**src/rtl/cau_pkg.sv**
```systemverilog
`timescale 1ns / 1ps
// ----------------------------------------------------------------------------
// cau_pkg
// Shared constants and types of the complex arithmetic unit.
// ----------------------------------------------------------------------------
package cau_pkg;

  localparam int DATA_WIDTH_DEF = 16;
  localparam int FRAC_BITS_DEF  = 12;

  localparam logic [3:0] OP_ADD   = 4'd0;
  localparam logic [3:0] OP_SUB   = 4'd1;
  localparam logic [3:0] OP_MUL   = 4'd2;
  localparam logic [3:0] OP_DIV   = 4'd3;
  localparam logic [3:0] OP_CONJ  = 4'd4;
  localparam logic [3:0] OP_SCALE = 4'd5;
  localparam logic [3:0] OP_INV   = 4'd6;
  localparam logic [3:0] OP_MAGSQ = 4'd7;
  localparam logic [3:0] OP_MAG   = 4'd8;

  localparam logic [1:0] ST_OK   = 2'd0;
  localparam logic [1:0] ST_SAT  = 2'd1;
  localparam logic [1:0] ST_DIV0 = 2'd2;

  localparam logic [1:0] KIND_DONE = 2'd0;
  localparam logic [1:0] KIND_DIV  = 2'd1;
  localparam logic [1:0] KIND_SQRT = 2'd2;

  typedef struct packed {
    logic [1:0] kind;
    logic       neg_re;
    logic       neg_im;
  } cell_ctl_t;

endpackage

```
**src/rtl/cau_cell.sv**
```systemverilog
`timescale 1ns / 1ps
// ----------------------------------------------------------------------------
// cau_cell
// One step of the divider and root chain: a restoring quotient bit for
// both parts and, when K < DW, one root bit, registered.
// ----------------------------------------------------------------------------
module cau_cell
  import cau_pkg::*;
#(
  parameter int DW = DATA_WIDTH_DEF,
  parameter int FB = FRAC_BITS_DEF,
  parameter int K  = 0
) (
  input  logic                 clk,
  input  logic                 rst,
  input  logic                 en,
  input  logic                 vin,
  output logic                 vout,
  input  cell_ctl_t            ctl_in,
  output cell_ctl_t            ctl_out,
  input  logic [2*DW-1:0]      den_in,
  output logic [2*DW-1:0]      den_out,
  input  logic [2*DW+2*FB:0]   rre_in,
  output logic [2*DW+2*FB:0]   rre_out,
  input  logic [2*DW+2*FB:0]   rim_in,
  output logic [2*DW+2*FB:0]   rim_out,
  input  logic [DW:0]          qre_in,
  output logic [DW:0]          qre_out,
  input  logic [DW:0]          qim_in,
  output logic [DW:0]          qim_out,
  input  logic [2*DW-1:0]      srem_in,
  output logic [2*DW-1:0]      srem_out,
  input  logic [DW-1:0]        root_in,
  output logic [DW-1:0]        root_out,
  input  logic signed [DW-1:0] res_re_in,
  output logic signed [DW-1:0] res_re_out,
  input  logic signed [DW-1:0] res_im_in,
  output logic signed [DW-1:0] res_im_out,
  input  logic [1:0]           status_in,
  output logic [1:0]           status_out
);

  localparam int NW = 2 * DW + 2 * FB + 1;
  localparam int CW = (NW > 3 * DW + 1) ? NW : 3 * DW + 1;
  localparam int RW = 2 * DW + 1;

  logic [CW-1:0]  dk, cre, cim;
  logic [NW-1:0]  rre_n, rim_n;
  logic [DW:0]    qre_n, qim_n;
  logic [2*DW-1:0] srem_n;
  logic [DW-1:0]  root_n;

  always_comb begin
    dk    = CW'(den_in) << K;
    cre   = CW'(rre_in);
    cim   = CW'(rim_in);
    rre_n = rre_in;
    rim_n = rim_in;
    qre_n = qre_in;
    qim_n = qim_in;
    if (cre >= dk) begin
      rre_n = NW'(cre - dk);
      qre_n = qre_in | ((DW+1)'(1) << K);
    end
    if (cim >= dk) begin
      rim_n = NW'(cim - dk);
      qim_n = qim_in | ((DW+1)'(1) << K);
    end
  end

  generate
    if (K < DW) begin : g_root
      logic [RW-1:0] trial;
      always_comb begin
        trial  = (RW'(root_in) << (K + 1)) + (RW'(1) << (2 * K));
        srem_n = srem_in;
        root_n = root_in;
        if (RW'(srem_in) >= trial) begin
          srem_n = srem_in - trial[2*DW-1:0];
          root_n = root_in | (DW'(1) << K);
        end
      end
    end else begin : g_no_root
      assign srem_n = srem_in;
      assign root_n = root_in;
    end
  endgenerate

  always_ff @(posedge clk) begin
    if (rst) begin
      vout <= 1'b0;
    end else if (en) begin
      vout <= vin;
    end
  end

  always_ff @(posedge clk) begin
    if (en) begin
      ctl_out    <= ctl_in;
      den_out    <= den_in;
      rre_out    <= rre_n;
      rim_out    <= rim_n;
      qre_out    <= qre_n;
      qim_out    <= qim_n;
      srem_out   <= srem_n;
      root_out   <= root_n;
      res_re_out <= res_re_in;
      res_im_out <= res_im_in;
      status_out <= status_in;
    end
  end

endmodule
```
**config.mk**
```make
export PLATFORM = sky130hd
export DESIGN_NAME = cau_cell
export DESIGN_NICKNAME = d
export VERILOG_FILES = /design/src/rtl/cau_pkg.sv /design/src/rtl/cau_cell.sv
export SDC_FILE = /design/constraint.sdc
export NUM_CORES = 1
export LEC_CHECK = 0
export BUFFER_PORTS_ARGS = -buffer_cell sky130_fd_sc_hd__buf_4
export CAP_MARGIN = 20
export CORE_AREA = 4 4 207 209
export CTS_CLUSTER_DIAMETER = 200
export DETAILED_ROUTE_END_ITERATION = 12
export DIE_AREA = 0 0 211 213
export GPL_TIMING_DRIVEN = 0
export PLACE_DENSITY_LB_ADDON = 0.05
export SLEW_MARGIN = 20
export SYNTH_ARGS = -nofsm -noshare
export SYNTH_HDL_FRONTEND = slang
export SYNTH_SLANG_ARGS = --single-unit
```
**constraint.sdc**
```tcl
create_clock -name clk -period 7.5 [get_ports clk]
set_input_delay 0.375 -clock clk [delete_from_list [all_inputs] [get_ports clk]]
set_output_delay 0.375 -clock clk [all_outputs]
set_load 0.02 [all_outputs]
```
Yosys cells after proc, flatten, opt, wreduce, memory -nomap -nowiden:

Index checks and enable logic that the tools add are counted.

* flip-flop bits (word level): 267
* input port bits: 270
* word-level logic and storage cells: 27
* output and inout port bits: 267

* multiplexer cells: 3
* order comparisons: 3
* $add $sub $neg: 4

Operator list (count)
* 57-bit by 32-bit greater-or-equal comparator with 1-bit output: 2
* 57-bit 2-to-1 mux: 2
* 57-bit by 32-bit subtractor with 57-bit output: 2
* 32-bit by 18-bit greater-or-equal comparator with 1-bit output: 1
* 32-bit 2-to-1 mux: 1
* 32-bit by 18-bit subtractor with 32-bit output: 1
* 17-bit by 1-bit adder with 18-bit output (second input constant): 1

Longest topological paths before layout:

Gate-level depths: netlist of the first run.

* word-level depth: 3
* gate-level depth with buffers: 13
* mapped depth without buffers: 11

Least setup slack after synthesis of the first run:

No wires, ideal clock.

* path type: input -> register
* start: input root_in[15]
* end: register srem_out[14] (data pin)
* library setup time: 0.260 ns
* data required time: 7.240 ns
* stages on the path: 9
* arrival: 2.873 ns
* buffers on the path: 2
* setup slack: 4.367 ns
* cell sequence: inv_1 > ha_1 > or4_1 > clkbuf_1 > or3_1 > or3_1 > a311oi_2 > buf_2 > mux2_2

* longest elaborated chain between the ends: 3

RTL lines
* start: declaration: line cau_cell.sv:33 `input logic [DW-1:0] root_in,`
* 17-bit by 1-bit adder with 18-bit output: line cau_cell.sv:75 `trial = (RW'(root_in) << (K + 1)) + (RW'(1) << (2 * K));`
* 32-bit by 18-bit greater-or-equal comparator with 1-bit output: line cau_cell.sv:78 `if (RW'(srem_in) >= trial) begin`
* 32-bit 2-to-1 mux: line cau_cell.sv:78
* via srem_n[14]: line cau_cell.sv:50 `logic [2*DW-1:0] srem_n;`
* end signal: assignment: line cau_cell.sv:105 `srem_out <= srem_n;`
* end: declaration: line cau_cell.sv:32 `output logic [2*DW-1:0] srem_out,`

The timed path passes the listed nets, and every way through them passes these cells.
A chain may end at the register's enable or synchronous reset.

Final worst setup path of the first run:

* start: input den_in[8]
* end: register rim_out[29] (data pin)

* longest elaborated chain between the ends: 2
* elaborated cells between the ends (all ways): 3
* classes of those cells: add/sub (1); order compare (1); mux (1)

RTL lines
* start: declaration: line cau_cell.sv:21 `input logic [2*DW-1:0] den_in,`
* 57-bit by 32-bit subtractor with 57-bit output or 57-bit by 32-bit greater-or-equal comparator with 1-bit output (tied branches): line cau_cell.sv:66, cau_cell.sv:65
* 57-bit 2-to-1 mux (*): line cau_cell.sv:65 `if (cim >= dk) begin`
* via rim_n[29]: line cau_cell.sv:48 `logic [NW-1:0] rre_n, rim_n;`
* end signal: assignment: line cau_cell.sv:102 `rim_out <= rim_n;`
* end: declaration: line cau_cell.sv:26 `output logic [2*DW+2*FB:0] rim_out,`

Mark *: on every way through the listed nets, which the timed path passes. The rest lies on a longest branch.

==> run_results.csv, run 1 <==
group,metric,value,unit
global_route,antenna_found_initial,8,
setup_path,slowest_stage,"a211oi_1",
routing,drc_errors,0,
synthesis,syn_area,15400,sq um
finish,design_area,22100,sq um
setup_path,arrival,4.60,ns
power_and_ir_drop,peakVddDrop,0.000153,V
setup_path,cp-start-kind,"input port",
global_route,grt_overflow,0,
clock_network,cts_setup_buffers,0,
routing,finalWirelength,56800,microns
finish,syn2layout_area_growth,43.3,%
setup_path,r2r-end,"vout",
setup_path,cpPeakStageDelay,0.77,ns
synthesis,yosysTopAreaCell,"edfxtp_1",
clock_network,cts_buffers,34,
min_path,worstHoldEndpoint,"root_out[4]",
synthesis,yosys-top-cells-area,"edfxtp_1, ha_1, xor2_1",
clock_network,clk_latency,0.53,ns
min_path,hold_class,"input port to flip-flop",
floorplan,dieWidth,211,microns
finish,layout_common_cells,"buf_4, edfxtp_1, nand2_1",
timing,tns,0,ns
setup_path,worstPathRequired,7.76,ns
clock_network,h-tree-depth,2,
synthesis,synthesis.nets,1783,
min_path,min_from,"root_in[4]",
timing,hold_viol,0,
synthesis,async_reset_ff_share,0,%
power_and_ir_drop,power_density,213,nW/um^2
clock_network,cts-root-buf,"clkbuf_16",
routing,vias,13809,
run_status,outcome,"finished clean",
floorplan,ioPinCount,537,
place,gp_congestion,0.898,
synthesis,yosys_register_bits,267,
synthesis,synth_top_area_share,51.8,%
timing,worst_pin_slew,0.942,ns
synthesis,synth_cells,1429,
place,placed_cell_area,20200,sq um
routing,wire_per_inst,21.5,microns
setup_path,rr_startpoint,"vout",
global_route,grt_pass1_wl,82700,microns
synthesis,netlist-cell-type-count,79,
synthesis,synth.yosys.warnings,0,
finish,layout_commonest_cell,"buf_4",
floorplan,core,40800,sq um
setup_path,cp-end-kind,"flip-flop",
floorplan,rows,74,
synthesis,ys_seq_area_share,51.9,%
power_and_ir_drop,p_leak,9.13,nW
timing,fmax,230,MHz
routing,ant_nets,0,
floorplan,initial_utilization,37.8,%
finish,nets,2440,
job,cap_violations,0,
synthesis,synth-edff-count,266,
timing,max-slew-margin-rel,36.6,%
finish,drive_above_1_share,29.9,%
routing,drt_iter0_drc,795,
place,dp_hpwl,45100,microns
timing,holdWs,0.0291,ns
setup_path,path_max_fanout,10,
global_route,grt_use_total,24.0,%
setup_path,crit_type,"input port to flip-flop",
setup_path,r2r_slack,6.92,ns
setup_path,cp_cell_sequence,"dlygate4sd3_1 -> buf_4 -> inv_1 -> ha_1 -> clkbuf_1 -> nand4_1 -> nor2_1 -> a21bo_2 -> o211a_1 -> a211oi_1 -> nor2_2 -> buf_2 -> o31ai_1",
floorplan,dieHeight,213,microns
clock_network,clk_pin_slew,0.06,ns
synthesis,ys.flop_type,"edfxtp_1",
floorplan,die-area,44900,sq um
global_route,grt_pass1_vias,13768,
min_path,hold_path_depth,1,
setup_path,reg2reg_depth,2,
clock_network,cts_num_sinks,267,
place,portBuffers,535,
clock_network,cts_tree,"done",
routing,post_drt_via_cell_ratio,5.22,
synthesis,avgSynthCellArea,10.8,sq um
timing,finalCriticalPeriod,4.35,ns
routing,firstDrtPassIters,5,
timing,finalSetupViolCount,0,
timing,fin_skew,0,ns
clock_network,cts_buffer_depth,3,
timing,final_max_slew_viol_count,0,
timing,min_period_over_period,57.9,%
timing,rsz0062_at_grt,"no",
global_route,grt_start_max_net_pins,96,
-- critical path: cells and delay by family --
family                     cells  cell delay (ns)
and+or+nand+nor                3             0.78
AOI/OAI and AO/OA              4             1.88
buffers and inverters          5             1.27
adders and majority gates      1             0.28
-- worst max-delay path by stage --
stage | start | end | slack (ns) | cells past startpoint
2_1_floorplan | root_in[15] | srem_out[14] | 4.37 | 9
3_3_place_gp | den_in[8] | rim_out[29] | 3.24 | 12
3_5_place_dp | den_in[8] | rim_out[29] | 3.22 | 12
4_1_cts | den_in[8] | rim_out[29] | 3.19 | 13
5_1_grt | den_in[8] | rim_out[29] | 2.98 | 13
6_report | den_in[8] | rim_out[29] | 3.15 | 13
-- cell usage after synthesis, types with 11 or more instances --
master    count
o21ai_0     110
a21o_1       32
o21a_1       11
inv_1        72
edfxtp_1    266
nor4_1       23
xnor2_1      65
nand2_1     158
xor2_1       68
nand3_1      32
o21ai_1      12
a21oi_1      89
or3_1        14
clkbuf_1     37
a31oi_1      13
o21bai_1     21
ha_1         81
buf_2        12
nand4_1      28
nor2_1       67
nor3_1       34
-- metrics by stage --
step           utilization, %  power [W]  cells  worst slack [ns]
2_1_floorplan               -    0.00253   1429              4.37
3_3_place_gp             49.2    0.00309   2496              3.24
3_5_place_dp             49.4    0.00309   2498              3.22
4_1_cts                  54.1    0.00475   2642              3.19
5_1_grt                  54.1    0.00492   2644              2.98
6_report                 54.1    0.00470   2645              3.15
-- where the power goes --
part,internal [W],total [W],switching (W),leakage (nW)
clock,0.000963,0.00160,0.000633,0.525
combinational,0.000515,0.00122,0.000706,6.00
sequential,0.00184,0.00188,0.0000449,2.61
total,0.00332,0.00470,0.00138,9.13
-- sequential cells by signal (all words and copies together) (netlist names), 2 cells and up --
name        flops
rim_out        57
rre_out        57
den_out        32
srem_out       32
qim_out        17
qre_out        17
res_im_out     16
res_re_out     16
root_out       16
ctl_out         4
status_out      2
-- routing by layer --
layer  vias to the layer above  GRT usage (%)  part of all wire (%)
li1                       6673              -                     -
met1                      6522           30.3                    41
met2                       503           40.6                    49
met3                       101           6.38                   7.6
met4                        10           7.00                   2.9
met5                         -              0                  0.11
-- layout make-up --
class / count / area [sq um]
fillers: 3680 / 18700
flip-flops and latches: 267 / 8010
multi-input cells: 1039 / 6930
repair buffers: 621 / 4920
clock buffers: 45 / 956
well taps: 532 / 666
inverters: 72 / 270
plain buffers: 51 / 218
clock inverters: 15 / 123
diodes: 3 / 7.51
-- repair_timing --
item / 4_1_cts / 5_1_grt
resized for setup: 0 / 0
endpoints found under the hold margin: 84 / 0
hold buffers: 84 / 0
-- kinds of logic after synthesis --
logic type | after synthesis | synth area share [%]
mux | 10 | 0.706
flops | 267 | 51.9
compound gates | 359 | 14.5
simple gates | 453 | 15.2
buf+inv | 123 | 3.16
xor+xnor | 133 | 7.55
fa+ha+maj | 84 | 6.96
Note: power is estimated with default switching activity, not from simulation.
==> run 2: changes to the inputs <==
--- a/config.mk
+++ b/config.mk
@@ -7,10 +7,10 @@
 export LEC_CHECK = 0
 export BUFFER_PORTS_ARGS = -buffer_cell sky130_fd_sc_hd__buf_4
 export CAP_MARGIN = 20
-export CORE_AREA = 4 4 207 209
+export CORE_AREA = 4 4 206 208
 export CTS_CLUSTER_DIAMETER = 200
 export DETAILED_ROUTE_END_ITERATION = 12
-export DIE_AREA = 0 0 211 213
+export DIE_AREA = 0 0 210 212
 export GPL_TIMING_DRIVEN = 0
 export PLACE_DENSITY_LB_ADDON = 0.05
 export SLEW_MARGIN = 20
==> constraint.sdc (replaced) <==
create_clock -name clk -period 3.65 [get_ports clk]
set_input_delay 0.1825 -clock clk [delete_from_list [all_inputs] [get_ports clk]]
set_output_delay 0.1825 -clock clk [all_outputs]
set_load 0.02 [all_outputs]
==> run 2 against run 1 <==
Against the previous run:
- clock skew did not move
- largest cell class unchanged
- highest routed layer unchanged
- sequential power rose by 110%
- critical path depth fell by 2
==> run_results.csv, run 2 (synthesis results as in run 1) <==
group,metric,value,unit
global_route,grt_use_met3,5.46,%
setup_path,path_max_fanout,8,
clock_network,cts_buffer_depth,3,
global_route,grt_pass1_wl,86200,microns
power_and_ir_drop,power_density,407,nW/um^2
timing,finalSetupViolCount,0,
floorplan,die-area,44500,sq um
timing,holdWs,0.0413,ns
job,cap_violations,0,
place,gp_congestion,0.925,
run_status,outcome,"finished clean",
setup_path,path_buf_inv,2,
clock_network,clk_latency,0.55,ns
timing,min_period_over_period,94.3,%
setup_path,cp-start-kind,"input port",
finish,nets,2624,
setup_path,worstPathRequired,3.92,ns
floorplan,ioPinCount,537,
floorplan,dieHeight,212,microns
finish,fillers,3508,
min_path,hold_class,"input port to flip-flop",
timing,max-slew-margin-rel,36.0,%
floorplan,initial_utilization,38.0,%
place,dp_hpwl,44600,microns
setup_path,cpLargestDelayFamily,"simple AND/OR/NAND/NOR gates",
timing,final_max_slew_viol_count,0,
routing,ant_nets,0,
timing,finalCriticalPeriod,3.44,ns
finish,drive_above_1_share,27.9,%
floorplan,rows,74,
global_route,gr-usage-met1,31.8,%
place,portBuffers,535,
finish,top_regs,"rim_out: 57 flops, rre_out: 57 flops",
clock_network,cts_tree,"done",
routing,finalWirelength,58100,microns
setup_path,path_common_cell,"o21ai_0",
clock_network,cts_num_sinks,267,
clock_network,cts_buffers,34,
power_and_ir_drop,peakVddDrop,0.000305,V
global_route,grt_use_met2,42.3,%
floorplan,dieWidth,210,microns
routing,wire_per_inst,20.6,microns
place,pre_cts_ws,-0.385,ns
global_route,antenna_found_initial,2,
power_and_ir_drop,p_leak,9.88,nW
finish,n_antenna_cell,0,
setup_path,cp_cell_sequence,"dlygate4sd3_1 -> buf_4 -> ha_1 -> a21oi_1 -> o21ai_0 -> or3_1 -> o21ai_0 -> or3b_2 -> o31a_1 -> nor4b_2 -> xor2_1",
timing,worst_pin_slew,0.948,ns
clock_network,cts-root-buf,"clkbuf_16",
global_route,busiest_layer,"met2",
setup_path,slowest_stage,"or3b_2",
finish,syn2layout_area_growth,55.1,%
clock_network,clk_pin_slew,0.06,ns
finish,layout_common_cells,"buf_4, edfxtp_1, dlygate4sd3_1",
routing,firstDrtPassIters,5,
timing,rsz0062_at_grt,"no",
global_route,grt_use_total,24.9,%
routing,post_drt_via_cell_ratio,5.19,
timing,fin_ws,0.207,ns
finish,layout_commonest_cell,"buf_4",
setup_path,cpPeakStageDelay,0.55,ns
finish,utilization,59.0,%
clock_network,h-tree-depth,2,
timing,fmax,290,MHz
routing,drt_iter0_drc,996,
global_route,grt_overflow,0,
timing,hold_viol,0,
setup_path,cp-end-kind,"flip-flop",
timing,fin_skew,0,ns
global_route,grt_pass1_vias,14748,
routing,drc_errors,0,
setup_path,arrival,3.71,ns
global_route,grt_start_max_net_pins,95,
setup_path,crit_type,"input port to flip-flop",
routing,vias,14679,
floorplan,core,40600,sq um
==> run 2: path summary, 6_finish.rpt <==
check,endpoint,start,slack (ns),cells past startpoint
setup / recovery,rim_out[36],rim_in[9],0.21,11
hold reg to reg,vout,vout,1.07,3
setup reg to reg,vout,vout,2.50,3
hold / removal,rim_out[32],rim_in[32],0.04,2
==> run 2: what timing repair did <==
item / CTS / global route
resized for setup: 0 / 6
hold buffers: 265 / 0
buffers inserted: 0 / 2
hold endpoints to repair: 289 / 0
endpoints found under the setup margin: 0 / 93
==> run 2: cell type report <==
type                       count  area [sq um]  share of cell area, %
sequential                   267          8010                   33.5
multi-input combinational   1039          6960                   29.1
timing repair buffer         805          6770                   28.3
clock buffer                  42           881                   3.68
tap                          532           666                   2.78
inverter                      72           270                   1.13
buffer                        51           218                  0.910
clock inverter                18           145                  0.607
==> run 2: report_power, final <==
part | leakage [nW] | switching [W] | total, W | internal (W)
Clock | 0.488 | 0.00136 | 0.00316 | 0.00180
Combinational | 6.78 | 0.00150 | 0.00269 | 0.00119
Sequential | 2.61 | 0.0000951 | 0.00387 | 0.00378
==> run 2: metrics by stage <==
stage               cells  TNS (ns)  cell area [sq um]  power [W]
floorplan            1429         0              15400    0.00520
global placement     2496     -8.70              20100    0.00635
detailed placement   2499    -12.64              20200    0.00636
CTS                  2824         0              23900    0.00982
global route         2826         0              23900     0.0102
finish               2826         0              23900    0.00973
==> run 2: routing by layer <==
| metal | wire length, microns | vias up |
|---|---|---|
| met5 | 26 | - |
| met4 | 1930 | 4 |
| met3 | 3770 | 93 |
| met2 | 28200 | 546 |
| met1 | 24200 | 6999 |
| li1 | - | 7037 |
==> run 3: changes to the inputs <==
==> constraint.sdc (replaced) <==
create_clock -name clk -period 3.65 [get_ports clk]
set_input_delay 1.095 -clock clk [delete_from_list [all_inputs] [get_ports clk]]
set_output_delay 1.095 -clock clk [all_outputs]
set_load 0.02 [all_outputs]
==> run 3 against run 2 <==
Against the previous run:
- routed wire length decreased by 4.2%
- clock skew stayed put
- global-route usage is 1.2 points lower
- via count decreased by 8.0%
- highest routed layer unchanged
==> run_results.csv, run 3 (synthesis results as in run 1) <==
group,metric,value,unit
run_status,outcome,"finished clean",
finish,top_regs,"rim_out: 57 flops, rre_out: 57 flops",
floorplan,ioPinCount,537,
timing,rsz0062_at_grt,"yes",
global_route,grt_use_total,23.6,%
global_route,grt_start_max_net_pins,100,
timing,holdWs,0.504,ns
timing,worst_pin_slew,0.913,ns
routing,vias,13508,
finish,nets,2353,
floorplan,dieWidth,210,microns
place,dp_cells,2499,
power_and_ir_drop,power_density,446,nW/um^2
finish,finalNonFillerCells,2557,
finish,layout_common_cells,"buf_4, edfxtp_1, nand2_1",
clock_network,cts_hold_buf,0,
timing,finalCriticalPeriod,3.56,ns
setup_path,cp-end-kind,"flip-flop",
setup_path,worstPathRequired,3.98,ns
timing,max-slew-margin-rel,38.6,%
setup_path,path_max_fanout,10,
routing,drt_iter0_drc,826,
routing,ant_nets,0,
finish,drive_above_1_share,33.0,%
timing,final_max_slew_viol_count,0,
timing,min_period_over_period,97.6,%
min_path,hold_class,"flip-flop to flip-flop",
timing,hold_viol,0,
global_route,antenna_found_initial,7,
clock_network,cts_num_sinks,267,
routing,finalWirelength,55700,microns
routing,drc_errors,0,
routing,route.met2.wl,27300,microns
min_path,min_from,"vout",
routing,dr_wl_met3,3670,microns
setup_path,arrival,3.89,ns
power_and_ir_drop,peakVddDrop,0.000333,V
setup_path,rr_startpoint,"vout",
setup_path,cp-start-kind,"input port",
timing,fin_skew,0,ns
floorplan,die-area,44500,sq um
power_and_ir_drop,p_leak,8.88,nW
routing,post_drt_via_cell_ratio,5.28,
clock_network,cts_buffers,31,
floorplan,initial_utilization,38.0,%
routing,firstDrtPassIters,5,
routing,wire_per_inst,21.8,microns
place,gp_congestion,0.900,
place,dp_hpwl,44700,microns
global_route,grt_pass1_wl,81900,microns
setup_path,crit_start,"den_in[9]",
job,cap_violations,0,
clock_network,cts-root-buf,"clkbuf_16",
floorplan,rows,74,
clock_network,h-tree-depth,1,
finish,utilization,53.1,%
finish,syn2layout_area_growth,39.7,%
clock_network,clk_latency,0.57,ns
clock_network,cts_buffer_depth,3,
clock_network,clk_pin_slew,0.07,ns
finish,layout_commonest_cell,"buf_4",
clock_network,cts_tree,"done",
timing,finalSetupViolCount,0,
floorplan,core,40600,sq um
timing,fmax,281,MHz
routing,met1_length,23300,microns
place,portBuffers,535,
setup_path,crit_type,"input port to flip-flop",
floorplan,dieHeight,212,microns
routing,top_layer,"met5",
global_route,grt_pass1_vias,13459,
global_route,grt_overflow,0,
[run 3: changes by cell type in the layout (fill, tap and decap cells not counted), sizes merged]
cell,change
bufinv,+5
dlygate4sd3,-265
buf,-1
clkinvlp,-3
clkinv,+8
inv,-3
diode,+1
clkbuf,-11
[run 3: timing repair]
| action | 4_1_cts | 5_1_grt |
|---|---|---|
| setup endpoints to repair | 59 | 107 |
| gates resized for setup | 14 | 22 |
| pin swaps | 2 | 2 |
| buffers inserted | 1 | 3 |
[run 3: where the power goes]
group	internal, W	switching [W]
Clock	0.00197	0.00130
Sequential	0.00378	0.0000925
Combinational	0.00102	0.00144
Total	0.00677	0.00283
[run 3: critical path, cell delays in order]
cell      delay [ns]
buf_4           0.12
inv_1           0.16
ha_1            0.39
a211oi_1        0.33
a22oi_2         0.15
a21o_1          0.22
a31oi_4         0.26
o21ai_4         0.16
nor2_4          0.18
buf_4           0.20
buf_4           0.23
mux2_2          0.36
[run 3: metrics by stage]
stage | TNS (ns) | instance area [sq um] | setup slack, ns | power (W)
final | 0 | 21600 | 0.0882 | 0.00960
after global placement | -211.58 | 20200 | -0.931 | 0.00636
after global routing | -0.0169 | 21500 | -0.0111 | 0.0100
after floorplan | 0 | 15500 | 0.0139 | 0.00521
after detailed placement | -84.87 | 20300 | -0.846 | 0.00637
after CTS | 0 | 21400 | 0.0331 | 0.00968
[run 3: cell type report]
| type | count | area [sq um] |
|---|---|---|
| Antenna cell | 1 | 2.50 |
| Buffer | 46 | 231 |
| Clock buffer | 33 | 783 |
| Clock inverter | 25 | 284 |
| Fill cell | 3740 | 19000 |
| Inverter | 72 | 270 |
| Multi-Input combinational cell | 1039 | 7160 |
| Sequential cell | 267 | 8010 |
| Tap cell | 532 | 666 |
| Timing Repair Buffer | 542 | 4150 |
[run 3: final timing paths]
path              cells after the start           to  slack [ns]
setup / recovery                     12  rre_out[19]        0.09
hold / removal                        2         vout        0.50
setup reg to reg                      2         vout        3.07
hold reg to reg                       2         vout        0.50
[run 3: routing by layer]
layer	GRT usage [%]	vias up
li1	-	6493
met1	31.0	6454
met2	40.5	470
met3	4.84	81
met4	5.96	10
met5	0	-
